**config.mk**
```make
export PLATFORM = sky130hd
export DESIGN_NAME = zscii_text_packer_unit
export DESIGN_NICKNAME = d
export VERILOG_FILES = /design/src/rtl/core/zpk_pkg.sv /design/src/rtl/core/zpk_front.sv /design/src/rtl/core/zpk_back.sv /design/src/rtl/core/zscii_text_packer_unit.sv
export VERILOG_INCLUDE_DIRS = /design/src /design/src/rtl/core
export SDC_FILE = /design/constraint.sdc
export NUM_CORES = 1
export LEC_CHECK = 0
export BUFFER_PORTS_ARGS = -buffer_cell sky130_fd_sc_hd__buf_2
export CORE_AREA = 5 5 197 199
export CTS_BUF_LIST = sky130_fd_sc_hd__clkbuf_4 sky130_fd_sc_hd__clkbuf_8
export DETAILED_ROUTE_END_ITERATION = 12
export DIE_AREA = 0 0 202 204
export PLACE_DENSITY_LB_ADDON = 0.1
export SYNTH_ARGS = -nofsm -noshare
export SYNTH_HDL_FRONTEND = slang
export SYNTH_SLANG_ARGS = --single-unit
```
**constraint.sdc**
```tcl
create_clock -name clk -period 5.4 [get_ports clk]
set_clock_uncertainty 0.1 [all_clocks]
set_input_delay 0.54 -clock clk [delete_from_list [all_inputs] [get_ports clk]]
set_output_delay 0.54 -clock clk [all_outputs]
set_load 0.03 [all_outputs]
```
**src/rtl/core/zscii_text_packer_unit_defines.svh**
```systemverilog
// Assertion macros used by the text packer back end (zpk_back).
`ifndef ZSCII_TEXT_PACKER_UNIT_DEFINES_SVH
`define ZSCII_TEXT_PACKER_UNIT_DEFINES_SVH

// Checked on every clock edge outside reset.
`define ZPK_ASSERT(label, prop, msg) \
  label: assert property (@(posedge clk) disable iff (rst) prop) else $error(msg);

// Checked on every clock edge, reset included.
`define ZPK_ASSERT_ALWAYS(label, prop, msg) \
  label: assert property (@(posedge clk) prop) else $error(msg);

`endif

```
**src/rtl/core/zpk_pkg.sv**
```systemverilog
`default_nettype none

package zpk_pkg;

  localparam logic OP_APPEND = 1'b0;
  localparam logic OP_FINISH = 1'b1;

  localparam logic [4:0] ZC_SPACE       = 5'd0;
  localparam logic [4:0] ZC_SHIFT_UPPER = 5'd4;
  localparam logic [4:0] ZC_SHIFT_PUNCT = 5'd5;
  localparam logic [4:0] ZC_PAD         = 5'd5;
  localparam logic [4:0] ZC_ESCAPE      = 5'd6;
  localparam logic [4:0] ZC_COLUMN_BASE = 5'd6;

  localparam logic [7:0] CH_NEWLINE  = 8'd13;
  localparam logic [7:0] CH_SPACE    = 8'h20;
  localparam logic [7:0] CH_QUESTION = 8'h3F;
  localparam logic [7:0] CH_DIGIT_0  = 8'h30;
  localparam logic [7:0] CH_DIGIT_9  = 8'h39;
  localparam logic [7:0] CH_UPPER_A  = 8'h41;
  localparam logic [7:0] CH_UPPER_Z  = 8'h5A;
  localparam logic [7:0] CH_LOWER_A  = 8'h61;
  localparam logic [7:0] CH_LOWER_Z  = 8'h7A;

  localparam logic [15:0] END_MARK = 16'h8000;

  // One classified item: the z-chars it expands to, first in z[0].
  typedef struct packed {
    logic            op;
    logic [2:0]      n;
    logic [3:0][4:0] z;
  } zpk_cmd_t;

  // Column of a code in the punctuation row, or zero when it has none there.
  function automatic logic [4:0] a2_column(input logic [7:0] code);
    logic [4:0] col;
    col = 5'd0;
    unique case (code) inside
      CH_NEWLINE:                col = 5'd1;
      [CH_DIGIT_0:CH_DIGIT_9]:   col = 5'(code - CH_DIGIT_0) + 5'd2;
      8'h2E:                     col = 5'd12;
      8'h2C:                     col = 5'd13;
      8'h21:                     col = 5'd14;
      CH_QUESTION:               col = 5'd15;
      8'h5F:                     col = 5'd16;
      8'h23:                     col = 5'd17;
      8'h27:                     col = 5'd18;
      8'h22:                     col = 5'd19;
      8'h2F:                     col = 5'd20;
      8'h5C:                     col = 5'd21;
      8'h2D:                     col = 5'd22;
      8'h3A:                     col = 5'd23;
      8'h28:                     col = 5'd24;
      8'h29:                     col = 5'd25;
      default:                   col = 5'd0;
    endcase
    return col;
  endfunction

endpackage

`default_nettype wire

```
**src/rtl/core/zpk_front.sv**
```systemverilog
`default_nettype none

module zpk_front
  import zpk_pkg::*;
#(
  parameter int DEPTH = 2
) (
  input  wire logic       clk,
  input  wire logic       rst,
  input  wire logic       push,
  output logic            full,
  input  wire logic       opcode,
  input  wire logic [7:0] char_code,
  output logic            cmd_valid,
  input  wire logic       cmd_ready,
  output zpk_cmd_t        cmd
);

  localparam int PW = (DEPTH > 1) ? $clog2(DEPTH) : 1;
  localparam int CW = $clog2(DEPTH + 1);
  localparam logic [PW-1:0] LAST = PW'(DEPTH - 1);

  zpk_cmd_t        slots [DEPTH];
  logic [PW-1:0]   wp;
  logic [PW-1:0]   rp;
  logic [CW-1:0]   count;
  zpk_cmd_t        classified;
  logic [7:0]      code;
  logic [4:0]      col;
  logic            in_fire;
  logic            out_fire;

  // Expand the character into its z-char sequence; a finish item carries none.
  always_comb begin
    code = (char_code == 8'd0) ? CH_QUESTION : char_code;
    col  = a2_column(code);
    classified    = '0;
    classified.op = opcode;
    if (opcode == OP_FINISH) begin
      classified.n = 3'd0;
    end else if (code == CH_SPACE) begin
      classified.n    = 3'd1;
      classified.z[0] = ZC_SPACE;
    end else if (code >= CH_LOWER_A && code <= CH_LOWER_Z) begin
      classified.n    = 3'd1;
      classified.z[0] = ZC_COLUMN_BASE + 5'(code - CH_LOWER_A);
    end else if (code >= CH_UPPER_A && code <= CH_UPPER_Z) begin
      classified.n    = 3'd2;
      classified.z[0] = ZC_SHIFT_UPPER;
      classified.z[1] = ZC_COLUMN_BASE + 5'(code - CH_UPPER_A);
    end else if (col != 5'd0) begin
      classified.n    = 3'd2;
      classified.z[0] = ZC_SHIFT_PUNCT;
      classified.z[1] = ZC_COLUMN_BASE + col;
    end else begin
      classified.n    = 3'd4;
      classified.z[0] = ZC_SHIFT_PUNCT;
      classified.z[1] = ZC_ESCAPE;
      classified.z[2] = {2'b00, code[7:5]};
      classified.z[3] = code[4:0];
    end
  end

  assign full      = (count == CW'(DEPTH));
  assign cmd_valid = (count != '0);
  assign cmd       = slots[rp];
  assign in_fire   = push && !full;
  assign out_fire  = cmd_valid && cmd_ready;

  always_ff @(posedge clk) begin
    if (in_fire) begin
      slots[wp] <= classified;
    end
  end

  always_ff @(posedge clk) begin
    if (rst) begin
      wp    <= '0;
      rp    <= '0;
      count <= '0;
    end else begin
      if (in_fire) begin
        wp <= (wp == LAST) ? '0 : wp + 1'b1;
      end
      if (out_fire) begin
        rp <= (rp == LAST) ? '0 : rp + 1'b1;
      end
      count <= count + CW'(in_fire) - CW'(out_fire);
    end
  end

endmodule

`default_nettype wire

```
**src/rtl/core/zpk_back.sv**
```systemverilog
`default_nettype none

`include "zscii_text_packer_unit_defines.svh"

module zpk_back
  import zpk_pkg::*;
(
  input  wire logic        clk,
  input  wire logic        rst,
  input  wire logic        cmd_valid,
  output logic             cmd_ready,
  input  wire zpk_cmd_t    cmd,
  output logic             empty,
  input  wire logic        pop,
  output logic [15:0]      packed_word,
  output logic             string_end,
  output logic             last_of_item
);

  typedef struct packed {
    logic [15:0] word;
    logic        string_end;
    logic        last;
  } result_t;

  // Packing state.
  logic [14:0] partial;
  logic [1:0]  pend;
  logic [14:0] held;
  logic        held_valid;
  logic [14:0] partial_next;
  logic [1:0]  pend_next;
  logic [14:0] held_next;
  logic        held_valid_next;

  // Words produced by the current command.
  logic [15:0] res_word [2];
  logic        res_end  [2];
  logic [1:0]  nres;

  // Result buffer.
  result_t     res_buf [4];
  logic [1:0]  res_wp;
  logic [1:0]  res_rp;
  logic [2:0]  res_count;

  logic        cmd_fire;
  logic        pop_fire;
  logic [2:0]  seq_n;
  logic [3:0][4:0] seq_z;

  always_comb begin
    partial_next    = partial;
    pend_next       = pend;
    held_next       = held;
    held_valid_next = held_valid;
    nres            = 2'd0;
    res_word[0]     = '0;
    res_word[1]     = '0;
    res_end[0]      = 1'b0;
    res_end[1]      = 1'b0;
    seq_z           = cmd.z;
    seq_n           = cmd.n;

    // A finish pads the open word; an empty string becomes one padded word.
    if (cmd.op == OP_FINISH) begin
      seq_z = {4{ZC_PAD}};
      case (pend)
        2'd1:    seq_n = 3'd2;
        2'd2:    seq_n = 3'd1;
        default: seq_n = held_valid ? 3'd0 : 3'd3;
      endcase
    end

    for (int i = 0; i < 4; i++) begin
      if (3'(i) < seq_n) begin
        case (pend_next)
          2'd0:    partial_next[14:10] = seq_z[i];
          2'd1:    partial_next[9:5]   = seq_z[i];
          default: partial_next[4:0]   = seq_z[i];
        endcase
        if (pend_next == 2'd2) begin
          // A completed word pushes out the one held before it.
          if (held_valid_next) begin
            res_word[nres[0]] = {1'b0, held_next};
            res_end[nres[0]]  = 1'b0;
            nres              = nres + 2'd1;
          end
          held_next       = partial_next;
          held_valid_next = 1'b1;
          partial_next    = '0;
          pend_next       = 2'd0;
        end else begin
          pend_next = pend_next + 2'd1;
        end
      end
    end

    if (cmd.op == OP_FINISH) begin
      res_word[nres[0]] = {1'b0, held_next} | END_MARK;
      res_end[nres[0]]  = 1'b1;
      nres              = nres + 2'd1;
      partial_next      = '0;
      pend_next         = 2'd0;
      held_next         = '0;
      held_valid_next   = 1'b0;
    end
  end

  // A command needs room for the two words it may produce.
  assign cmd_ready    = (res_count <= 3'd2);
  assign cmd_fire     = cmd_valid && cmd_ready;
  assign empty        = (res_count == 3'd0);
  assign pop_fire     = pop && !empty;
  assign packed_word  = res_buf[res_rp].word;
  assign string_end   = res_buf[res_rp].string_end;
  assign last_of_item = res_buf[res_rp].last;

  always_ff @(posedge clk) begin
    if (cmd_fire) begin
      for (int k = 0; k < 2; k++) begin
        if (2'(k) < nres) begin
          res_buf[res_wp + 2'(k)] <= '{word:       res_word[k],
                                       string_end: res_end[k],
                                       last:       (2'(k) == nres - 2'd1)};
        end
      end
    end
  end

  always_ff @(posedge clk) begin
    if (rst) begin
      partial    <= '0;
      pend       <= 2'd0;
      held       <= '0;
      held_valid <= 1'b0;
      res_wp     <= '0;
      res_rp     <= '0;
      res_count  <= '0;
    end else begin
      if (cmd_fire) begin
        partial    <= partial_next;
        pend       <= pend_next;
        held       <= held_next;
        held_valid <= held_valid_next;
        res_wp     <= res_wp + nres;
      end
      if (pop_fire) begin
        res_rp <= res_rp + 2'd1;
      end
      res_count <= res_count + (cmd_fire ? {1'b0, nres} : 3'd0) - 3'(pop_fire);
    end
  end

  `ZPK_ASSERT(a_res_no_overflow, res_count <= 3'd4, "result buffer overflow")
  `ZPK_ASSERT(a_pend_in_range, pend != 2'd3, "pending z-char count out of range")
  `ZPK_ASSERT(a_finish_clears, (cmd_fire && cmd.op == OP_FINISH) |=> (pend == 2'd0 && !held_valid && partial == 15'd0), "finish left packing state behind")
  `ZPK_ASSERT_ALWAYS(a_reset_drains, rst |=> (res_count == 3'd0 && !held_valid), "reset did not clear the back end")

endmodule

`default_nettype wire

```
**src/rtl/core/zscii_text_packer_unit.sv**
```systemverilog
`default_nettype none

// Packs ZSCII text into version 3 Z-machine text words, three 5-bit z-chars
// per word with bit 15 marking the final word of a string. Push append items
// (opcode 0, one character each) and a finish item (opcode 1) per string; the
// words come out of the result queue in order, each tagged with string_end and
// with last_of_item on the final word caused by an input item. An item is
// taken whenever the command queue (CMD_DEPTH entries) has room, and the
// packer consumes one command per cycle while its four-entry result buffer
// has at least two free slots. Results leave one per cycle while popped; an
// item produces zero, one or two words, all through the single result port.
// The first result passes through the command queue and the result buffer
// registers before it is visible.
module zscii_text_packer_unit
  import zpk_pkg::*;
#(
  parameter int CMD_DEPTH = 2
) (
  input  wire logic        clk,
  input  wire logic        rst,
  input  wire logic        push,
  output logic             full,
  input  wire logic        opcode,
  input  wire logic [7:0]  char_code,
  output logic             empty,
  input  wire logic        pop,
  output logic [15:0]      packed_word,
  output logic             string_end,
  output logic             last_of_item
);

  logic     cmd_valid;
  logic     cmd_ready;
  zpk_cmd_t cmd;

  zpk_front #(
    .DEPTH(CMD_DEPTH)
  ) u_front (
    .clk       (clk),
    .rst       (rst),
    .push      (push),
    .full      (full),
    .opcode    (opcode),
    .char_code (char_code),
    .cmd_valid (cmd_valid),
    .cmd_ready (cmd_ready),
    .cmd       (cmd)
  );

  zpk_back u_back (
    .clk          (clk),
    .rst          (rst),
    .cmd_valid    (cmd_valid),
    .cmd_ready    (cmd_ready),
    .cmd          (cmd),
    .empty        (empty),
    .pop          (pop),
    .packed_word  (packed_word),
    .string_end   (string_end),
    .last_of_item (last_of_item)
  );

endmodule

`default_nettype wire
```
* Yosys cells after proc, flatten, opt, wreduce, memory -nomap -nowiden *
Memory sizes are Yosys's and may differ from the RTL's. A register that Yosys moved wholly into a read port is not among the register bits.
Index checks and enable logic that the tools add are counted.

cells by class
  magnitude comparators = 21
  bitwise operators = 4
  multiplexer cells = 124
  add/subtract/negate cells = 25
  equality and inequality tests = 26
  reductions and logical operators = 25

operators with widths
  cell                   number
  $mux W32               10
  $mux W15               21
  $bwmux W32             4
  $eq A8 B6 Y1 const B   13
  $mux W16               6
  $pmux W5 S16           1
  $mux W5                14
  $demux W16 S1          4
  $mux W2                26
  $mux W10               4
  $mux W20               2
  $mux W1                23
  $add A2 B1 Y2 const B  10
  $mux W3                6
  $eq A8 B7 Y1 const B   2
  $ge A8 B7 Y1 const B   2
  $le A8 B7 Y1 const B   2
  $add A3 B5 Y5 const A  3
  $eq A2 B2 Y1 const B   5
  $logic_and A1 B1 Y1    10
  $logic_not A2 Y1       5
  $sub A5 B1 Y5 const B  2
  $eq A2 B1 Y1 const B   4
  $eq A8 B4 Y1 const B   1
  28 further kinds       45

word-level totals
  bits in registers = 44
  RAM bits = 120
  memories = 2
  output and inout port bits = 20
  input bits = 13

memories
  memory          depth  bits a word  rd ports  clocked after memory_dff  write ports  line             text
  u_back.res_buf  4      18           1         1                         2            zpk_back.sv:42   result_t res_buf [4];
  u_front.slots   2      24           1         1                         1            zpk_front.sv:23  zpk_cmd_t slots [DEPTH];

* Longest topological paths before layout *
Gate-level depths: netlist of the first run.

  depth after elaboration = 24
  mapped depth = 18
  gate-level depth less buffers = 16

* Hierarchy *
A second synthesis of the first run with hierarchy kept.

second synthesis, totals
  cell total of the unflattened synthesis = 1220
  area total of the unflattened synthesis = 11446.0 µm²

modules (own cells, without submodules)
  module     area each (µm²)  sequential area each (µm²)  cells an instance  instances
  zpk_back   8774.7           2882.8                      993                1
  zpk_front  2671.3           1421.4                      227                1

* Worst setup path before layout of the first run *
Ideal clock, no wire load.

  path type = register to register
  start = reg u_back.pend[1]
  end = mem u_back.res_buf[2][0] (netlist bit), enable pin
  clock period less this slack = 4.358 ns
  arrival = 3.861 ns
  stages on the path, launching flop included = 15
  buffers on the path = 2
  setup slack = 1.042 ns
  data required time = 4.903 ns
  cells stage by stage = dfxtp_1 inv_1 ha_1 buf_2 and2_1 nor4b_2 o211ai_1 clkbuf_1 nand2_1 nand2b_1 ha_1 a211o_1 xnor2_4 nand3_1 a21oi_1

RTL lines
  element                 line             text
  start, declared         zpk_back.sv:28   logic [1:0] pend;
  start signal, assigned  zpk_back.sv:143  pend <= pend_next;
  end, declared           zpk_back.sv:42

* Final worst setup path of the first run *
  start = reg u_back.pend[0]
  end = reg u_back.res_count[2]

between the ends
  word-level cells in the longest chain between the ends = 22
  elaborated cells on any way between the ends = 45
  those cells by class = add/sub: 9; order compare: 4; eq/ne: 5; mux: 27

ends and longest elaborated chain
  element                                       line                            text
  $eq A2 B2 Y1 or $eq A2 B1 Y1 (tied branches)  zpk_back.sv:68, zpk_back.sv:82
  $pmux W3 S2                                   zpk_back.sv:68                  case (pend)
  $mux W3                                       zpk_back.sv:66                  if (cmd.op == OP_FINISH) begin
  $lt A1 B3 Y1                                  zpk_back.sv:76                  if (3'(i) < seq_n) begin
  $mux W2                                       zpk_back.sv:76
  $add A2 B1 Y2                                 zpk_back.sv:87                  nres = nres + 2'd1;
  $mux W2                                       zpk_back.sv:84                  if (held_valid_next) begin
  $mux W2                                       zpk_back.sv:82                  if (pend_next == 2'd2) begin
  [... 6 more ...]                              --
  $mux W2                                       zpk_back.sv:84
  $mux W2                                       zpk_back.sv:82
  $mux W2 (*)                                   zpk_back.sv:76
  $add A2 B1 Y2                                 zpk_back.sv:102                 nres = nres + 2'd1;
  $mux W2 (*)                                   zpk_back.sv:99                  if (cmd.op == OP_FINISH) begin
  $mux W2 (*)                                   zpk_back.sv:151                 res_count <= res_count + (cmd_fire ? {1'b0, nres} : 3'd0) - 3'(pop_fire);
  $add A3 B3 Y3 (*)                             zpk_back.sv:151
  $sub A3 B1 Y3 (*)                             zpk_back.sv:151
  end signal, assigned                          zpk_back.sv:151
  end, declared                                 zpk_back.sv:45                  logic [2:0] res_count;

Mark *: on every way between the ends. The rest lies on a longest branch, timed or not.
A chain may end at the register's enable or synchronous reset.

==> results of run 1 <==
-- Yosys cell counts (10+ instances only) --
master	count
ha_1	19
mux4_2	17
a21o_1	10
nand3_1	24
a211oi_1	10
a21oi_1	62
and2_1	11
a32o_1	10
nand2_1	91
clkbuf_1	49
nand2b_1	13
o22ai_1	13
mux2_2	17
o21ai_0	76
mux2i_1	77
o31ai_1	10
dfxtp_1	47
nor2b_1	13
a22oi_1	36
buf_2	10
nor3_1	16
inv_1	29
o211ai_1	17
edfxtp_1	112
nor2_1	128
a31oi_1	18
-- state kept, by name, indices dropped and copies added, names as in the netlist, named ones only --
signal             flops
u_back.held           15
u_back.held_valid      1
u_back.partial        15
u_back.pend            2
u_back.res_buf        68
u_back.res_count       3
u_back.res_rp          2
u_back.res_wp          2
u_front.count          2
u_front.rp             1
u_front.slots         44
u_front.wp             1
-- where the power goes --
| part | total (mW) | internal (mW) | switching (mW) |
|---|---|---|---|
| clock network | 0.927 | 0.444 | 0.484 |
| logic | 4.12 | 1.36 | 2.77 |
| registers | 1.81 | 1.66 | 0.154 |
-- logic make-up after synthesis --
logic type	count (synthesis)	synth area share [%]
XOR/XNOR	15	1.50
flip-flops	159	39.5
multiplexers	115	12.9
AND/OR/NAND/NOR	350	15.6
adder cells (fa/ha/maj)	20	2.36
buffers and inverters	108	4.21
AO/OA/AOI/OAI	372	23.9
-- per-layer routing --
metal	up-vias	global-route usage, %	wire length (um)
met5	-	0	0
met4	0	6.52	1330
met3	73	2.86	1920
met2	319	30.9	18200
met1	4580	24.9	17400
li1	4415	-	-
-- stage by stage --
stage	std cells	hold WS, ns	setup WS (ns)	area, um^2	utilization [%]
after floorplan	1139	0.346	1.04	10900	-
after global placement	1618	0.394	0.836	11700	31.6
after detailed placement	1618	0.387	0.688	11700	31.6
after CTS	1650	0.170	0.679	12100	32.7
after global routing	1650	0.180	0.309	12100	32.7
final	1650	0.205	0.663	12100	32.7
-- final cells by class --
type	count	share of cell area, %
Timing Repair Buffer	82	4.43
Clock inverter	11	1.11
Inverter	31	0.962
Multi-Input combinational cell	872	50.8
Clock buffer	21	2.23
Tap cell	474	4.90
Sequential cell	159	35.6
-- worst max path at each step --
| stage | startpoint | end | slack, ns | cells after the start |
|---|---|---|---|---|
| floorplan | u_back.pend[1]$_SDFFE_PP0P_ | u_back.res_buf[2][0]$_DFFE_PP_ | 1.04 | 14 |
| global placement | u_back.pend[0]$_SDFFE_PP0P_ | u_back.res_count[2]$_SDFF_PP0_ | 0.84 | 16 |
| detailed placement | u_back.pend[0]$_SDFFE_PP0P_ | u_back.res_count[2]$_SDFF_PP0_ | 0.69 | 16 |
| CTS | u_back.pend[0]$_SDFFE_PP0P_ | u_back.res_count[2]$_SDFF_PP0_ | 0.68 | 16 |
| global route | u_back.pend[0]$_SDFFE_PP0P_ | u_back.res_count[2]$_SDFF_PP0_ | 0.31 | 16 |
| finish | u_back.pend[0]$_SDFFE_PP0P_ | u_back.res_count[2]$_SDFF_PP0_ | 0.66 | 16 |
-- worst max-delay path: cells and delay by family, from the launching register on --
family / cells / cell delay [ns]
xor gates and xnor gates: 2 / 0.43
buffers and inverters: 2 / 0.17
AOI/OAI and AO/OA: 2 / 0.74
adders and majority gates: 4 / 1.31
DFF: 1 / 0.45
and+or+nand+nor: 6 / 1.40
-- layout by cell type, fill, tap and decap left out, drive strengths merged, types with 20 or more instances in the layout --
cell type  Yosys  layout
a22oi         38      38
nor3          20      20
o21ai         79      79
mux2i         79      79
a21oi         64      64
buf           28      82
nand3         24      24
dfxtp         47      47
inv           30      32
nand2         91      91
edfxtp       112     112
nor2         131     131
clkbuf        49      21
==> results.json, run 1 <==
{
  "status": "complete, no violations",
  "ant_nets": 0,
  "holdPathStages": 1,
  "vias_per_cell": 5.69,
  "worstSetupPathType": "reg2reg",
  "syn_avg_cell_area_um2": 9.57,
  "slew_headroom_pct": 20.9,
  "crit_path_end_kind": "flop",
  "cp_slowest_cell": "nor4b_2",
  "syn_nets": 1172,
  "io_buffer_count": 32,
  "die_width_um": 202,
  "yosys_warnings": 0,
  "cp_cell_sequence": "inv_1 -> ha_1 -> and2_1 -> nor4b_2 -> o211ai_1 -> nand2_1 -> nand2b_1 -> ha_1 -> a211o_1 -> xnor2_4 -> nand2_1 -> ha_1 -> inv_1 -> fa_1 -> xnor2_1 -> nor2_1",
  "vias": 9387,
  "cp_common_cell": "ha_1",
  "seqCellArea_um2": 4300,
  "start_util_pct": 29.4,
  "ir_worst_vdd_v": 0.000193,
  "drt_pass1_iterations": 6,
  "grt_pass1_vias": 9235,
  "timing.rr.end": "u_back.res_count[2]$_SDFF_PP0_",
  "clkSinkCount": 159,
  "cp_slowest_stage_delay_ns": 0.50,
  "grt_first_pass_wirelength_um": 59200,
  "finalHoldViolCount": 0,
  "cts_hold_buf": 0,
  "nets": 1196,
  "h-tree-depth": 4,
  "cts_tree": "done",
  "reg2reg_from": "u_back.pend[0]$_SDFFE_PP0P_",
  "leakage_nw": 4.23,
  "drc": 0,
  "grt_overflow": 0,
  "min_path_type": "in2reg",
  "worst_pin_slew_ns": 1.18,
  "post-route-min-period_ns": 4.74,
  "netlist.area_leader.share_pct": 30.9,
  "async_reset_ff_share_pct": 0,
  "required_ns": 5.66,
  "holdPathEnd": "u_front.slots[1][23]$_DFFE_PP_",
  "fin_setup_tns_ns": 0,
  "grt_max_degree": 36,
  "core.rowCount": 71,
  "max-clock-path-buffers": 2,
  "n_fill_cell": 3791,
  "io_pins": 33,
  "rsz0062_at_grt": "no",
  "ys_types": 97,
  "yosysTopAreaCell": "edfxtp_1",
  "antenna_cells": 0,
  "drt_iter0_drc": 737,
  "wire_per_inst_um": 23.5,
  "p_total_mw": 6.86,
  "core_um2": 37000,
  "synth_ff_type": "edfxtp_1",
  "syn_to_final_growth_pct": 11.0,
  "syn_inst": 1139,
  "min_from": "opcode",
  "cts_buffers": 17,
  "yosysSeqAreaShare_pct": 39.5,
  "synth_edf_count": 112,
  "critPathArrivalTime_ns": 4.99,
  "synth_area_um2": 10900,
  "slew_violations": 0,
  "drt-total-wl_um": 38800,
  "hpwl_um": 29200,
  "multi_input_area_um2": 6140,
  "fp.dieH_um": 204,
  "post_cts_resized": 0,
  "r2r_cells": 16,
  "rrSetupSlack_ns": 0.66,
  "clkTransAtPathRegs_ns": 0.09,
  "antenna_found_initial": 0,
  "critPathLaunchType": "flop",
  "p_per_area_nw_per_um2": 567,
  "grt_usage_pct": 18.6,
  "cts_setup_buffers": 0,
  "place.gp.congestion": 0.916,
  "cp_max_fo": 8,
  "period_share_pct": 87.7,
  "design.die.area_um2": 41200,
  "clkLatencyLatePin_ns": 0.48,
  "setup_viol": 0,
  "max_freq_mhz": 211,
  "drive_above_1_share_pct": 15.7,
  "ys_ff_latch": 159,
  "root_buffer": "clkbuf_8",
  "cap_violations": 0,
  "netlist_top_cells_area": "edfxtp_1 (31%), dfxtp_1 (8.6%), mux2i_1 (7.1%)"
}
No activity file was read; power rests on OpenSTA's default activity.
==> run 2, diff against run 1 <==
==> constraint.sdc (replaced) <==
create_clock -name clk -period 3.8 [get_ports clk]
set_clock_uncertainty 0.1 [all_clocks]
set_input_delay 0.38 -clock clk [delete_from_list [all_inputs] [get_ports clk]]
set_output_delay 0.38 -clock clk [all_outputs]
set_load 0.03 [all_outputs]
==> run 2 against run 1 <==
Effect of this change:
- combinational power is 60% higher
- sequential power rose by 42%
- wire length up 7.2%
- fmax is 28% higher
- worst hold slack worse by 0.13 ns
- non-clock buffer count up 108
- sequential share of layout area fell by 3.1 points
- flip-flop and latch count unchanged
- register-to-register slack got worse by 0.56 ns
- global-route usage increased by 1.2 points
- core utilization up 3.1 points
- critical path depth stayed put
- critical endpoint is now u_back.res_count[1]$_SDFF_PP0_
- highest routed layer unchanged
==> results.json, run 2 (synthesis gave the netlist of run 1 again) <==
{
  "slew_violations": 0,
  "wire_per_inst_um": 23.6,
  "layout.cells.non_filler": 1759,
  "cts_tree": "done",
  "vias": 9943,
  "grt_pass1_vias": 9901,
  "fin_setup_tns_ns": 0,
  "fin_util_pct": 35.8,
  "p_total_mw": 10.5,
  "cp_max_fo": 6,
  "cts_hold_buf": 0,
  "min_path_type": "in2reg",
  "die_width_um": 202,
  "largestRegisters": "u_back.res_buf: 68 flops, u_front.slots: 44 flops",
  "worstSetupPathType": "reg2reg",
  "worst_pin_slew_ns": 1.13,
  "antenna_found_initial": 0,
  "cp_slowest_stage_delay_ns": 0.54,
  "hpwl_um": 31500,
  "cp_slowest_cell": "fa_2",
  "grt_first_pass_wirelength_um": 62800,
  "drive_above_1_share_pct": 25.8,
  "rsz0062_at_grt": "yes",
  "final_area_um2": 13200,
  "leakage_nw": 4.82,
  "h-tree-depth": 4,
  "place.gp.congestion": 0.955,
  "io_pins": 33,
  "cts_buffers": 17,
  "post-place-cells": 1710,
  "drt_iter0_drc": 766,
  "setup_viol": 0,
  "finalWorstSetupSlack_ns": 0.102,
  "p_per_area_nw_per_um2": 796,
  "slew_headroom_pct": 24.9,
  "nets": 1305,
  "critPathLaunchType": "flop",
  "cp_top_family": "adder cells",
  "cp_cell_sequence": "inv_4 -> ha_4 -> nor2_4 -> nor4b_4 -> o211ai_1 -> buf_4 -> nand2_4 -> nand2b_1 -> ha_1 -> a211o_4 -> xnor2_4 -> nand2_4 -> ha_4 -> inv_1 -> fa_2 -> nor2b_1",
  "max-clock-path-buffers": 2,
  "clkTransAtPathRegs_ns": 0.10,
  "required_ns": 4.13,
  "cap_violations": 0,
  "clkLatencyLatePin_ns": 0.50,
  "core_um2": 37000,
  "layout_common_cells": "buf_4 (152), nor2_1 (123), edfxtp_1 (112)",
  "finalHoldViolCount": 0,
  "period_share_pct": 97.3,
  "regMostFlops": "u_back.res_buf",
  "core.rowCount": 71,
  "vias_per_cell": 5.65,
  "drt_pass1_iterations": 6,
  "fp.dieH_um": 204,
  "root_buffer": "clkbuf_8",
  "status": "complete, no violations",
  "critPathArrivalTime_ns": 4.03,
  "crit_path_end_kind": "flop",
  "post-route-min-period_ns": 3.70,
  "drt-total-wl_um": 41600,
  "grt_overflow": 0,
  "syn_to_final_growth_pct": 21.5,
  "clkSinkCount": 159,
  "start_util_pct": 29.4,
  "ant_nets": 0,
  "final_common_cell": "buf_4",
  "crit_buf_inv": 3,
  "grt_max_degree": 26,
  "max_freq_mhz": 270,
  "design.die.area_um2": 41200,
  "antenna_cells": 0,
  "dpl_cell_area_um2": 12600,
  "drc": 0,
  "largest_register_ffs": 68,
  "timing.hold.ws_ns": 0.0709,
  "ir_worst_vdd_v": 0.000265,
  "grt_usage_pct": 19.8,
  "io_buffer_count": 32,
  "pre_cts_slack_ns": -0.0988
}
run 2: final cells by class:
cell class | count | area, um^2
fillers | 3793 | 23800
multi-input cells | 873 | 6390
flip-flops and latches | 159 | 4310
repair buffers | 190 | 1420
well taps | 474 | 593
clock buffers | 19 | 262
clock inverters | 13 | 150
inverters | 31 | 119
run 2: what timing repair did:
item	in CTS	in global routing
pin swaps	0	9
gates resized for setup	2	37
buffers inserted	0	16
endpoints found under the setup margin	23	123
cloned	0	1
run 2: worst paths after layout:
kind / end / slack [ns] / cells after the start / start
worst max-delay path: u_back.res_count[1]$_SDFF_PP0_ / 0.10 / 16 / u_back.pend[1]$_SDFFE_PP0P_
worst min-delay path: u_front.slots[0][23]$_DFFE_PP_ / 0.07 / 1 / opcode
worst max register to register: u_back.res_count[1]$_SDFF_PP0_ / 0.10 / 16 / u_back.pend[1]$_SDFFE_PP0P_
worst min register to register: u_back.held[5]$_SDFFE_PP0P_ / 0.40 / 2 / u_back.held[5]$_SDFFE_PP0P_
run 2: report_power, final:
part | internal [mW] | leakage (nW) | switching [mW] | total, mW
Clock | 0.629 | 0.192 | 0.741 | 1.37
Combinational | 2.44 | 3.20 | 4.16 | 6.60
Sequential | 2.36 | 1.44 | 0.214 | 2.57
run 2: layer usage:
| metal | share of wire, % | routed length [um] | vias up | GRT usage [%] |
|---|---|---|---|---|
| met5 | 0 | 0 | - | 0 |
| met4 | 3.7 | 1530 | 0 | 8.23 |
| met3 | 4.4 | 1850 | 68 | 2.86 |
| met2 | 48 | 19900 | 313 | 33.0 |
| met1 | 44 | 18300 | 4905 | 26.0 |
| li1 | - | - | 4657 | - |
run 2: worst reg2reg max path, stage by stage, from the launching register on:
cell,delay (ns)
dfxtp_2,0.37
inv_4,0.06
ha_4,0.29
nor2_4,0.05
nor4b_4,0.30
o211ai_1,0.25
buf_4,0.23
nand2_4,0.07
nand2b_1,0.06
ha_1,0.21
a211o_4,0.38
xnor2_4,0.19
nand2_4,0.09
ha_4,0.27
inv_1,0.05
fa_2,0.54
nor2b_1,0.12
